### src/rtl/i2cms_pkg.sv
// ----------------------------------------------------------------------------
// i2cms_pkg: shared types and constants of the I2C master transfer sequencer
// Command classes, command and result records, control op and mask codes.
// ----------------------------------------------------------------------------
package i2cms_pkg;

  localparam int LENGTH_BITS_DEF = 16;
  localparam int CMDQ_DEPTH      = 4;
  localparam int OFFSET_W        = 16;
  localparam int CFG_DATA_W      = 16;

  // configuration register indexes
  localparam logic [1:0] CFG_TARGET_ADDRESS  = 2'd0;
  localparam logic [1:0] CFG_READ_NOT_WRITE  = 2'd1;
  localparam logic [1:0] CFG_RESTART_FOLLOWS = 2'd2;
  localparam logic [1:0] CFG_TRANSFER_LENGTH = 2'd3;

  // status flag bit positions
  localparam int FLAG_START_SENT = 0;
  localparam int FLAG_ADDR_SENT  = 1;
  localparam int FLAG_TX_EMPTY   = 2;
  localparam int FLAG_BYTE_DONE  = 3;
  localparam int FLAG_RX_FULL    = 4;

  // controller operations
  localparam logic [5:0] OP_NONE  = 6'h00;
  localparam logic [5:0] OP_START = 6'h01;
  localparam logic [5:0] OP_ACK   = 6'h02;
  localparam logic [5:0] OP_NACK  = 6'h04;
  localparam logic [5:0] OP_STOP  = 6'h08;
  localparam logic [5:0] OP_POS   = 6'h10;
  localparam logic [5:0] OP_SWRST = 6'h20;

  // interrupt enable masks
  localparam logic [2:0] IRQ_NONE   = 3'd0;
  localparam logic [2:0] IRQ_NO_BUF = 3'd6;
  localparam logic [2:0] IRQ_ALL    = 3'd7;

  // variant codes carried next to the command class
  localparam logic [1:0] VAR_NONE      = 2'd0;
  localparam logic [1:0] VAR_ADDR_ONE  = 2'd1;  // single-byte read
  localparam logic [1:0] VAR_ADDR_TWO  = 2'd2;  // two-byte read
  localparam int         VAR_START_RD  = 1;     // start: read direction
  localparam int         VAR_START_BIG = 0;     // start: read of more than two
  localparam int         VAR_END_STOP  = 0;     // write end: issue stop

  typedef enum logic [3:0] {
    CMD_START,
    CMD_IDLE,
    CMD_ADDR,
    CMD_ADDR_SENT,
    CMD_TX,
    CMD_TX_END,
    CMD_RX_PAIR_DONE,
    CMD_RX_ONE,
    CMD_RX_LAST_THREE,
    CMD_RX_FINAL,
    CMD_FAIL
  } cmd_class_t;

  typedef struct packed {
    logic [6:0]  target_address;
    logic        read_not_write;
    logic        restart_follows;
    logic [15:0] transfer_length;
  } cfg_t;

  typedef struct packed {
    cmd_class_t          cls;
    logic [1:0]          variant;
    logic [7:0]          dr_value;
    logic [7:0]          rx_a;
    logic [7:0]          rx_b;
    logic [OFFSET_W-1:0] offset;
  } cmd_t;

  typedef struct packed {
    logic                dr_write_en;
    logic [7:0]          dr_write_value;
    logic [5:0]          control_ops;
    logic                irq_mask_write_en;
    logic [2:0]          irq_mask;
    logic [1:0]          rx_count;
    logic [OFFSET_W-1:0] byte_offset;
    logic [7:0]          rx_byte_a;
    logic [7:0]          rx_byte_b;
    logic                done_res;
    logic                success;
  } res_t;

endpackage

### src/rtl/i2c_master_transfer_sequencer_top.sv
// ----------------------------------------------------------------------------
// i2c_master_transfer_sequencer_top: I2C master transfer sequencer
// Turns start requests and controller events into controller writes,
// received bytes to store, and transfer completion.
// ----------------------------------------------------------------------------
//
//  channel  | handshake            | beat
//  ---------+----------------------+----------------------------------------
//  item in  | push / full          | kind, start_pending, status_flags,
//           |                      | tx_data, rx_first, rx_second
//  result   | pop / empty          | dr_write_*, control_ops, irq_mask*,
//           |                      | rx_count, byte_offset, rx_byte_*,
//           |                      | done_res, success
//  config   | cfg_write            | cfg_index, cfg_data
//
// One beat in per cycle while the queue is not full, one result beat per item.
// The classifier settles the item and the byte offset in the cycle it is
// accepted; the result passes a queue slot, then the result register.
// The command queue holds CMDQ_DEPTH beats, so a stalled result side pushes
// back on full only after the queue and the result register are taken.
// Reset (rst, synchronous) empties the queue and result register and clears
// the offset and all configuration registers.
// ----------------------------------------------------------------------------
module i2c_master_transfer_sequencer_top #(
  parameter int LENGTH_BITS = i2cms_pkg::LENGTH_BITS_DEF,
  parameter int CMDQ_DEPTH  = i2cms_pkg::CMDQ_DEPTH
) (
  input  logic                              clk,
  input  logic                              rst,
  // configuration
  input  logic                              cfg_write,
  input  logic [1:0]                        cfg_index,
  input  logic [i2cms_pkg::CFG_DATA_W-1:0]  cfg_data,
  // item in
  input  logic                              push,
  output logic                              full,
  input  logic                              kind,
  input  logic                              start_pending,
  input  logic [4:0]                        status_flags,
  input  logic [7:0]                        tx_data,
  input  logic [7:0]                        rx_first,
  input  logic [7:0]                        rx_second,
  // result
  output logic                              empty,
  input  logic                              pop,
  output logic                              dr_write_en,
  output logic [7:0]                        dr_write_value,
  output logic [5:0]                        control_ops,
  output logic                              irq_mask_write_en,
  output logic [2:0]                        irq_mask,
  output logic [1:0]                        rx_count,
  output logic [i2cms_pkg::OFFSET_W-1:0]    byte_offset,
  output logic [7:0]                        rx_byte_a,
  output logic [7:0]                        rx_byte_b,
  output logic                              done_res,
  output logic                              success
);
  import i2cms_pkg::*;

  cfg_t cfg;
  cmd_t front_cmd;
  cmd_t queue_cmd;
  res_t res;
  logic accept;
  logic queue_empty;
  logic queue_pop;
  logic res_valid;

  // Hold configuration; users write only while idle; the block does not check.
  always_ff @(posedge clk) begin
    if (rst) begin
      cfg <= '0;
    end else if (cfg_write) begin
      case (cfg_index)
        CFG_TARGET_ADDRESS:  cfg.target_address  <= cfg_data[6:0];
        CFG_READ_NOT_WRITE:  cfg.read_not_write  <= cfg_data[0];
        CFG_RESTART_FOLLOWS: cfg.restart_follows <= cfg_data[0];
        CFG_TRANSFER_LENGTH: cfg.transfer_length <= cfg_data[15:0];
        default: begin
        end
      endcase
    end
  end

  // Accept a beat whenever the command queue has room.
  assign accept = push && !full;

  i2cms_front #(
    .LENGTH_BITS (LENGTH_BITS)
  ) u_front (
    .clk           (clk),
    .rst           (rst),
    .accept        (accept),
    .cfg           (cfg),
    .kind          (kind),
    .start_pending (start_pending),
    .status_flags  (status_flags),
    .tx_data       (tx_data),
    .rx_first      (rx_first),
    .rx_second     (rx_second),
    .cmd           (front_cmd)
  );

  // Decouple classification from execution.
  i2cms_cmdq #(
    .DEPTH (CMDQ_DEPTH)
  ) u_cmdq (
    .clk       (clk),
    .rst       (rst),
    .push      (push),
    .push_data (front_cmd),
    .full      (full),
    .pop       (queue_pop),
    .pop_data  (queue_cmd),
    .empty     (queue_empty)
  );

  // Expand commands to result beats; advance when the result is empty or taken.
  i2cms_back u_back (
    .clk       (clk),
    .rst       (rst),
    .cmd       (queue_cmd),
    .cmd_empty (queue_empty),
    .cmd_pop   (queue_pop),
    .res       (res),
    .res_valid (res_valid),
    .res_pop   (pop)
  );

  assign empty             = !res_valid;
  assign dr_write_en       = res.dr_write_en;
  assign dr_write_value    = res.dr_write_value;
  assign control_ops       = res.control_ops;
  assign irq_mask_write_en = res.irq_mask_write_en;
  assign irq_mask          = res.irq_mask;
  assign rx_count          = res.rx_count;
  assign byte_offset       = res.byte_offset;
  assign rx_byte_a         = res.rx_byte_a;
  assign rx_byte_b         = res.rx_byte_b;
  assign done_res          = res.done_res;
  assign success           = res.success;

endmodule

### src/rtl/i2cms_front.sv
// ----------------------------------------------------------------------------
// i2cms_front: item classifier
// Sorts each accepted item into a command class and keeps the byte offset.
// ----------------------------------------------------------------------------
module i2cms_front #(
  parameter int LENGTH_BITS = i2cms_pkg::LENGTH_BITS_DEF
) (
  input  logic              clk,
  input  logic              rst,
  input  logic              accept,
  input  i2cms_pkg::cfg_t   cfg,
  input  logic              kind,
  input  logic              start_pending,
  input  logic [4:0]        status_flags,
  input  logic [7:0]        tx_data,
  input  logic [7:0]        rx_first,
  input  logic [7:0]        rx_second,
  output i2cms_pkg::cmd_t   cmd
);
  import i2cms_pkg::*;

  logic [LENGTH_BITS-1:0] offset;
  logic [LENGTH_BITS-1:0] offset_next;
  logic [LENGTH_BITS-1:0] len;
  logic [LENGTH_BITS:0]   diff;
  logic                   rem_neg;
  logic [LENGTH_BITS-1:0] rem;
  logic                   rem_is1;
  logic                   rem_is3;
  logic                   rem_over3;
  logic                   len_is1;
  logic                   len_is2;
  logic                   len_over2;
  logic                   plain_read;
  logic                   plain_write;

  assign len       = cfg.transfer_length[LENGTH_BITS-1:0];
  assign diff      = {1'b0, len} - {1'b0, offset};
  assign rem_neg   = diff[LENGTH_BITS];
  assign rem       = diff[LENGTH_BITS-1:0];
  assign rem_is1   = !rem_neg && (rem == LENGTH_BITS'(1));
  assign rem_is3   = !rem_neg && (rem == LENGTH_BITS'(3));
  assign rem_over3 = !rem_neg && (rem > LENGTH_BITS'(3));
  assign len_is1   = (len == LENGTH_BITS'(1));
  assign len_is2   = (len == LENGTH_BITS'(2));
  assign len_over2 = (len > LENGTH_BITS'(2));

  assign plain_read  = cfg.read_not_write && !cfg.restart_follows;
  assign plain_write = !cfg.read_not_write && !cfg.restart_follows;

  always_comb begin
    cmd         = '0;
    cmd.cls     = CMD_FAIL;
    cmd.variant = VAR_NONE;
    cmd.rx_a    = rx_first;
    cmd.rx_b    = rx_second;
    cmd.offset  = OFFSET_W'(offset);
    offset_next = offset;
    if (!kind) begin
      cmd.cls                   = CMD_START;
      cmd.offset                = '0;
      cmd.variant[VAR_START_RD]  = cfg.read_not_write;
      cmd.variant[VAR_START_BIG] = cfg.read_not_write && len_over2;
      offset_next               = '0;
    end else if (start_pending) begin
      cmd.cls = CMD_IDLE;
    end else if (status_flags[FLAG_START_SENT]) begin
      cmd.cls      = CMD_ADDR;
      cmd.dr_value = {cfg.target_address, cfg.read_not_write};
    end else if (status_flags[FLAG_ADDR_SENT]) begin
      cmd.cls = CMD_ADDR_SENT;
      if (plain_read && len_is1) begin
        cmd.variant = VAR_ADDR_ONE;
      end else if (plain_read && len_is2) begin
        cmd.variant = VAR_ADDR_TWO;
      end
    end else if (status_flags[FLAG_TX_EMPTY]) begin
      if (offset < len) begin
        cmd.cls      = CMD_TX;
        cmd.dr_value = tx_data;
        offset_next  = offset + LENGTH_BITS'(1);
      end else begin
        cmd.cls                   = CMD_TX_END;
        cmd.variant[VAR_END_STOP] = plain_write;
      end
    end else if (status_flags[FLAG_BYTE_DONE] && len_is2) begin
      cmd.cls     = CMD_RX_PAIR_DONE;
      offset_next = offset + LENGTH_BITS'(2);
    end else if (status_flags[FLAG_BYTE_DONE] && len_over2 && rem_over3) begin
      cmd.cls     = CMD_RX_ONE;
      offset_next = offset + LENGTH_BITS'(1);
    end else if (status_flags[FLAG_BYTE_DONE] && len_over2 && rem_is3) begin
      cmd.cls     = CMD_RX_LAST_THREE;
      offset_next = offset + LENGTH_BITS'(2);
    end else if (status_flags[FLAG_RX_FULL] && len_is1) begin
      cmd.cls    = CMD_RX_FINAL;
      cmd.offset = '0;
    end else if (status_flags[FLAG_RX_FULL] && len_is2) begin
      cmd.cls = CMD_IDLE;
    end else if (status_flags[FLAG_RX_FULL] && rem_is1) begin
      cmd.cls     = CMD_RX_FINAL;
      offset_next = offset + LENGTH_BITS'(1);
    end
  end

  always_ff @(posedge clk) begin
    if (rst) begin
      offset <= '0;
    end else if (accept) begin
      offset <= offset_next;
    end
  end

endmodule

### src/rtl/i2cms_cmdq.sv
// ----------------------------------------------------------------------------
// i2cms_cmdq: command queue
// Small first-in first-out store between the classifier and the executor.
// ----------------------------------------------------------------------------
module i2cms_cmdq #(
  parameter int DEPTH = i2cms_pkg::CMDQ_DEPTH
) (
  input  logic             clk,
  input  logic             rst,
  input  logic             push,
  input  i2cms_pkg::cmd_t  push_data,
  output logic             full,
  input  logic             pop,
  output i2cms_pkg::cmd_t  pop_data,
  output logic             empty
);
  import i2cms_pkg::*;

  localparam int PTR_W = (DEPTH > 1) ? $clog2(DEPTH) : 1;
  localparam int CNT_W = $clog2(DEPTH + 1);

  cmd_t             slots [DEPTH];
  logic [PTR_W-1:0] wr_ptr;
  logic [PTR_W-1:0] rd_ptr;
  logic [CNT_W-1:0] count;
  logic             do_push;
  logic             do_pop;

  assign full     = (count == CNT_W'(DEPTH));
  assign empty    = (count == '0);
  assign do_push  = push && !full;
  assign do_pop   = pop && !empty;
  assign pop_data = slots[rd_ptr];

  function automatic logic [PTR_W-1:0] advance(input logic [PTR_W-1:0] p);
    return (p == PTR_W'(DEPTH - 1)) ? '0 : p + PTR_W'(1);
  endfunction

  always_ff @(posedge clk) begin
    if (rst) begin
      wr_ptr <= '0;
      rd_ptr <= '0;
      count  <= '0;
    end else begin
      if (do_push) begin
        wr_ptr <= advance(wr_ptr);
      end
      if (do_pop) begin
        rd_ptr <= advance(rd_ptr);
      end
      if (do_push && !do_pop) begin
        count <= count + CNT_W'(1);
      end else if (do_pop && !do_push) begin
        count <= count - CNT_W'(1);
      end
    end
  end

  always_ff @(posedge clk) begin
    if (do_push) begin
      slots[wr_ptr] <= push_data;
    end
  end

endmodule

### src/rtl/i2cms_back.sv
// ----------------------------------------------------------------------------
// i2cms_back: command executor
// Expands a command into controller writes and holds the result register.
// ----------------------------------------------------------------------------
module i2cms_back (
  input  logic             clk,
  input  logic             rst,
  input  i2cms_pkg::cmd_t  cmd,
  input  logic             cmd_empty,
  output logic             cmd_pop,
  output i2cms_pkg::res_t  res,
  output logic             res_valid,
  input  logic             res_pop
);
  import i2cms_pkg::*;

  res_t res_next;
  logic load;

  assign load    = !cmd_empty && (!res_valid || res_pop);
  assign cmd_pop = load;

  always_comb begin
    res_next             = '0;
    res_next.byte_offset = cmd.offset;
    case (cmd.cls)
      CMD_START: begin
        res_next.irq_mask_write_en = 1'b1;
        res_next.irq_mask    = cmd.variant[VAR_START_BIG] ? IRQ_NO_BUF : IRQ_ALL;
        res_next.control_ops = cmd.variant[VAR_START_RD] ? (OP_START | OP_ACK) : OP_START;
      end
      CMD_IDLE: begin
      end
      CMD_ADDR, CMD_TX: begin
        res_next.dr_write_en    = 1'b1;
        res_next.dr_write_value = cmd.dr_value;
      end
      CMD_ADDR_SENT: begin
        case (cmd.variant)
          VAR_ADDR_ONE: res_next.control_ops = OP_NACK | OP_STOP;
          VAR_ADDR_TWO: res_next.control_ops = OP_POS | OP_NACK;
          default:      res_next.control_ops = OP_NONE;
        endcase
      end
      CMD_TX_END: begin
        res_next.control_ops       = cmd.variant[VAR_END_STOP] ? OP_STOP : OP_NONE;
        res_next.irq_mask_write_en = 1'b1;
        res_next.irq_mask          = IRQ_NONE;
        res_next.done_res          = 1'b1;
        res_next.success           = 1'b1;
      end
      CMD_RX_PAIR_DONE: begin
        res_next.control_ops       = OP_STOP;
        res_next.rx_count          = 2'd2;
        res_next.rx_byte_a         = cmd.rx_a;
        res_next.rx_byte_b         = cmd.rx_b;
        res_next.irq_mask_write_en = 1'b1;
        res_next.irq_mask          = IRQ_NONE;
        res_next.done_res          = 1'b1;
        res_next.success           = 1'b1;
      end
      CMD_RX_ONE: begin
        res_next.rx_count  = 2'd1;
        res_next.rx_byte_a = cmd.rx_a;
      end
      CMD_RX_LAST_THREE: begin
        // open the buffer interrupt for the last byte
        res_next.irq_mask_write_en = 1'b1;
        res_next.irq_mask          = IRQ_ALL;
        res_next.control_ops       = OP_NACK | OP_STOP;
        res_next.rx_count          = 2'd2;
        res_next.rx_byte_a         = cmd.rx_a;
        res_next.rx_byte_b         = cmd.rx_b;
      end
      CMD_RX_FINAL: begin
        res_next.rx_count          = 2'd1;
        res_next.rx_byte_a         = cmd.rx_a;
        res_next.irq_mask_write_en = 1'b1;
        res_next.irq_mask          = IRQ_NONE;
        res_next.done_res          = 1'b1;
        res_next.success           = 1'b1;
      end
      default: begin
        res_next.control_ops       = OP_SWRST;
        res_next.irq_mask_write_en = 1'b1;
        res_next.irq_mask          = IRQ_NONE;
        res_next.done_res          = 1'b1;
        res_next.success           = 1'b0;
      end
    endcase
  end

  always_ff @(posedge clk) begin
    if (rst) begin
      res_valid <= 1'b0;
    end else if (load) begin
      res_valid <= 1'b1;
    end else if (res_pop) begin
      res_valid <= 1'b0;
    end
  end

  always_ff @(posedge clk) begin
    if (load) begin
      res <= res_next;
    end
  end

endmodule
### config.mk
export PLATFORM = sky130hd
export DESIGN_NAME = i2c_master_transfer_sequencer_top
export DESIGN_NICKNAME = d
export VERILOG_FILES = /design/src/rtl/i2cms_pkg.sv /design/src/rtl/i2c_master_transfer_sequencer_top.sv /design/src/rtl/i2cms_front.sv /design/src/rtl/i2cms_cmdq.sv /design/src/rtl/i2cms_back.sv
export SDC_FILE = /design/constraint.sdc
export NUM_CORES = 1
export LEC_CHECK = 0
export ABC_AREA = 1
export BUFFER_PORTS_ARGS = -buffer_cell sky130_fd_sc_hd__buf_2
export CAP_MARGIN = 30
export CORE_MARGIN = 2
export CORE_UTILIZATION = 25
export DETAILED_ROUTE_END_ITERATION = 16
export PLACE_DENSITY = 0.45
export SLEW_MARGIN = 10
export SYNTH_ARGS = -nofsm -noshare
export SYNTH_HDL_FRONTEND = slang
export SYNTH_SLANG_ARGS = --single-unit
### constraint.sdc
create_clock -name clk -period 7.75 [get_ports clk]
set_input_delay 0.3875 -clock clk [delete_from_list [all_inputs] [get_ports clk]]
set_output_delay 0.3875 -clock clk [all_outputs]
set_load 0.05 [all_outputs]
==> results.sh <==
export IMPL_synth_flop_cell="edfxtp_1"
export IMPL_synth_top_area_cell="edfxtp_1"
export IMPL_dieHeight_um=237
export IMPL_min_period_ns=3.92
export IMPL_place_area_um2=14900
export IMPL_crit_chain="buf_4, inv_2, buf_4, nand2_1, a32oi_1, nor2_1, inv_1, nor2_1, nor2_2, inv_1, nor2_1, a21oi_1"
export IMPL_timing_max_cap_violations=0
export IMPL_end_kind="register"
export IMPL_utilization_pct=29.7
export IMPL_seq_area_um2=8170
export IMPL_status="finished clean"
export IMPL_yosys_cell_types_count=46
export IMPL_first_pass_iters=5
export IMPL_yosysSeqAreaShare_pct=60.2
export IMPL_fin_skew_ns=0.0205
export IMPL_layout_drive_gt1_share_pct=14.7
export IMPL_setup_tns_ns=0
export IMPL_netlist_area_um2=13600
export IMPL_cpPeakStageDelay_ns=0.64
export IMPL_cpMaxStageDelayCell="buf_4"
export IMPL_grt_ovfl_total=0
export IMPL_layout_nets=1603
export IMPL_vias=10100
export IMPL_synthArstFlopShare_pct=0
export IMPL_ys_top_cells_by_area="edfxtp_1 (53%), dfxtp_1 (7.5%), nor2_1 (7.3%)"
export IMPL_rrSetupSlack_ns=3.83
export IMPL_yosysMostFrequentCell="nor2_1"
export IMPL_sequentialPowerShare_pct=38.3
export IMPL_cts_tree="yes"
export IMPL_first_iter_violations=617
export IMPL_p_sw_share_pct=39.6
export IMPL_path_class="register to register"
export IMPL_gp_congestion=0.817
export IMPL_synth_edf_count=238
export IMPL_place_inst=2176
export IMPL_wl_per_cell_um=16.9
export IMPL_clk_pin_slew_ns=0.06
export IMPL_leakage_nw=6.33
export IMPL_core_rowCount=85
export IMPL_worst_setup_path_start_kind="register"
export IMPL_ctsHoldBuffers=0
export IMPL_cp_endpoint="u_back.res[16]$_SDFFCE_PN0P_"
export IMPL_die_x_um=237
export IMPL_slew_violations=0
export IMPL_finalInstanceArea_um2=16000
export IMPL_finalHoldViolations=0
export IMPL_grt_max_degree=94
export IMPL_worst_pin_slew_ns=0.873
export IMPL_cts_made_buffers=35
export IMPL_synth_nets=1494
export IMPL_antenna_cells=0
export IMPL_cp_common_cell="nor2_1"
export IMPL_worstPathArrival_ns=4.15
export IMPL_io_buffers=110
export IMPL_initial_core_util_pct=25.2
export IMPL_r2r_cells=12
export IMPL_finalSetupViolCount=0
export IMPL_cts_resized=0
export IMPL_period_share_pct=50.6
export IMPL_worst_slack_ns=3.83
export IMPL_track_usage_pct=13.4
export IMPL_required_ns=7.98
export IMPL_nFillCells=5568
export IMPL_grt_pass1_vias=9896
export IMPL_ios=111
export IMPL_pwr_share_clk_pct=27.1
export IMPL_cts_htree_levels=2
export IMPL_cts_sinks=289
export IMPL_post_dp_hpwl_um=25300
export IMPL_die_area_um2=56100
export IMPL_fin_cells=2242
export IMPL_clock_path_buffers=3
export IMPL_grt_pass1_wl_um=58200
export IMPL_pwr_share_comb_pct=34.6
export IMPL_powerDensity_nw_per_um2=352
export IMPL_peakVddDrop_v=0.000144
export IMPL_fmax_mhz=255
export IMPL_ant_nets=0
export IMPL_syn_inst=1411
export IMPL_yosys_top_cells_count="nor2_1 (265), edfxtp_1 (238), nand2_1 (237)"
export IMPL_drc_errors=0
export IMPL_area_growth_pct=17.8
export IMPL_postCtsSetupRepairBufs=0
export IMPL_worstSkewPairLatency_ns=0.52
export IMPL_dpl_worst_slack_ns=3.48
export IMPL_totalWireLength_um=38000
export IMPL_vias_per_cell=4.49
export IMPL_p_switching_mw=2.23
export IMPL_synth_area_per_cell_um2=9.61
export IMPL_reg2reg_to="u_back.res[16]$_SDFFCE_PN0P_"
export IMPL_core_area_um2=53700
export IMPL_cts_root_buf="clkbuf_16"
export IMPL_critical_path_max_fanout=74
export IMPL_multiInputGateArea_um2=4670
export IMPL_rsz0062_at_grt="false"
export IMPL_hp_class="input pin to register"
export IMPL_p_int_mw=3.39
export IMPL_synth_top_area_share_pct=52.7
export IMPL_synth_seq_cells=289
export IMPL_synth_warning_count=0
export IMPL_relSlewSlack_pct=41.4
export IMPL_antenna_found_initial=6
[registers in the layout, summed over array words and instances, names as in the netlist, named ones only]
signal,count
u_back.res,54
u_cmdq.count,3
u_cmdq.wr_ptr,2
u_cmdq.slots,184
u_front.offset,16
u_cmdq.rd_ptr,2
u_back.res_valid,1
cfg,25
[cell families (layout without fill, tap and decap cells)]
logic type / after synthesis / after routing / synth area share [%]
AOI/OAI and AO/OA: 242 / 242 / 9.74
xor gates and xnor gates: 25 / 25 / 1.61
adders and majority gates: 29 / 29 / 2.79
buffers and inverters: 195 / 330 / 5.66
DFF: 289 / 289 / 60.2
and+or+nand+nor: 631 / 631 / 20.0
[routing by layer]
metal  global-route usage [%]  part of all wire [%]
met1                     17.5                    46
met5                        0                     0
met4                     3.43                   2.1
met3                     2.30                   4.7
met2                     23.1                    47
[worst max-delay path: cells and delay by family, from the launching register on]
family          cells  cell delay [ns]
simple gates        5             1.31
buf+inv             5             1.50
compound gates      2             0.44
flops               1             0.31
[cells in the final DEF, fill, tap and decap left out, types with 2 or more instances in the layout]
cell type	instances
or3b_2	7
a32oi_1	6
a21oi_1	81
nand3b_1	2
nand3_1	50
ha_1	27
dfxtp_1	50
nor3_1	13
nor2_2	7
nor2_4	9
inv_2	6
buf_4	9
clkbuf_16	36
clkinv_1	8
nand4_1	19
buf_2	110
a21oi_4	2
nand2_4	2
nand3_2	5
inv_1	136
o22ai_1	16
o21ai_2	2
nand2_2	8
xor2_1	24
edfxtp_1	238
fa_1	2
nor4_1	4
and2_1	3
nor2_1	261
a211oi_1	2
nand2_1	237
a31oi_1	2
a21oi_2	6
clkinv_2	6
clkbuf_1	11
o21ai_0	120
[power by group through the flow]
| stage | clock network, mW | registers [mW] | logic, mW |
|---|---|---|---|
| 6_report | 1.52 | 2.15 | 1.95 |
| 5_1_grt | 1.63 | 2.18 | 2.14 |
| 4_1_cts | 1.57 | 2.17 | 1.98 |
| 3_5_place_dp | 0 | 2.19 | 1.97 |
| 3_3_place_gp | 0 | 2.20 | 1.96 |
| 2_1_floorplan | 0 | 2.69 | 0.904 |
[worst min path at each step]
stage | start | end | slack [ns] | depth (start not counted)
floorplan | cfg[2]$_SDFFE_PP0P_ | cfg[2]$_SDFFE_PP0P_ | 0.44 | 2
global placement | cfg[7]$_SDFFE_PP0P_ | cfg[7]$_SDFFE_PP0P_ | 0.47 | 2
detailed placement | cfg[12]$_SDFFE_PP0P_ | cfg[12]$_SDFFE_PP0P_ | 0.48 | 2
CTS | rx_second[3] | u_cmdq.slots[0][19]$_DFFE_PP_ | 0.06 | 1
global route | rx_second[5] | u_cmdq.slots[0][21]$_DFFE_PP_ | 0.06 | 1
finish | rx_second[5] | u_cmdq.slots[0][21]$_DFFE_PP_ | 0.08 | 1
[layout make-up]
cell class | count | share of cell area [%]
inverter | 145 | 3.41
sequential | 289 | 51.1
tap | 696 | 5.45
clock buffer | 48 | 5.98
multi-input combinational | 927 | 29.2
timing repair buffer | 122 | 4.12
clock inverter | 15 | 0.705
[stage by stage]
step / power (mW) / hold WS (ns)
detailed placement: 4.17 / 0.478
global placement: 4.16 / 0.471
floorplan: 3.59 / 0.441
global route: 5.96 / 0.0638
finish: 5.62 / 0.0848
CTS: 5.71 / 0.0610
No activity file was read; power rests on OpenSTA's default activity.
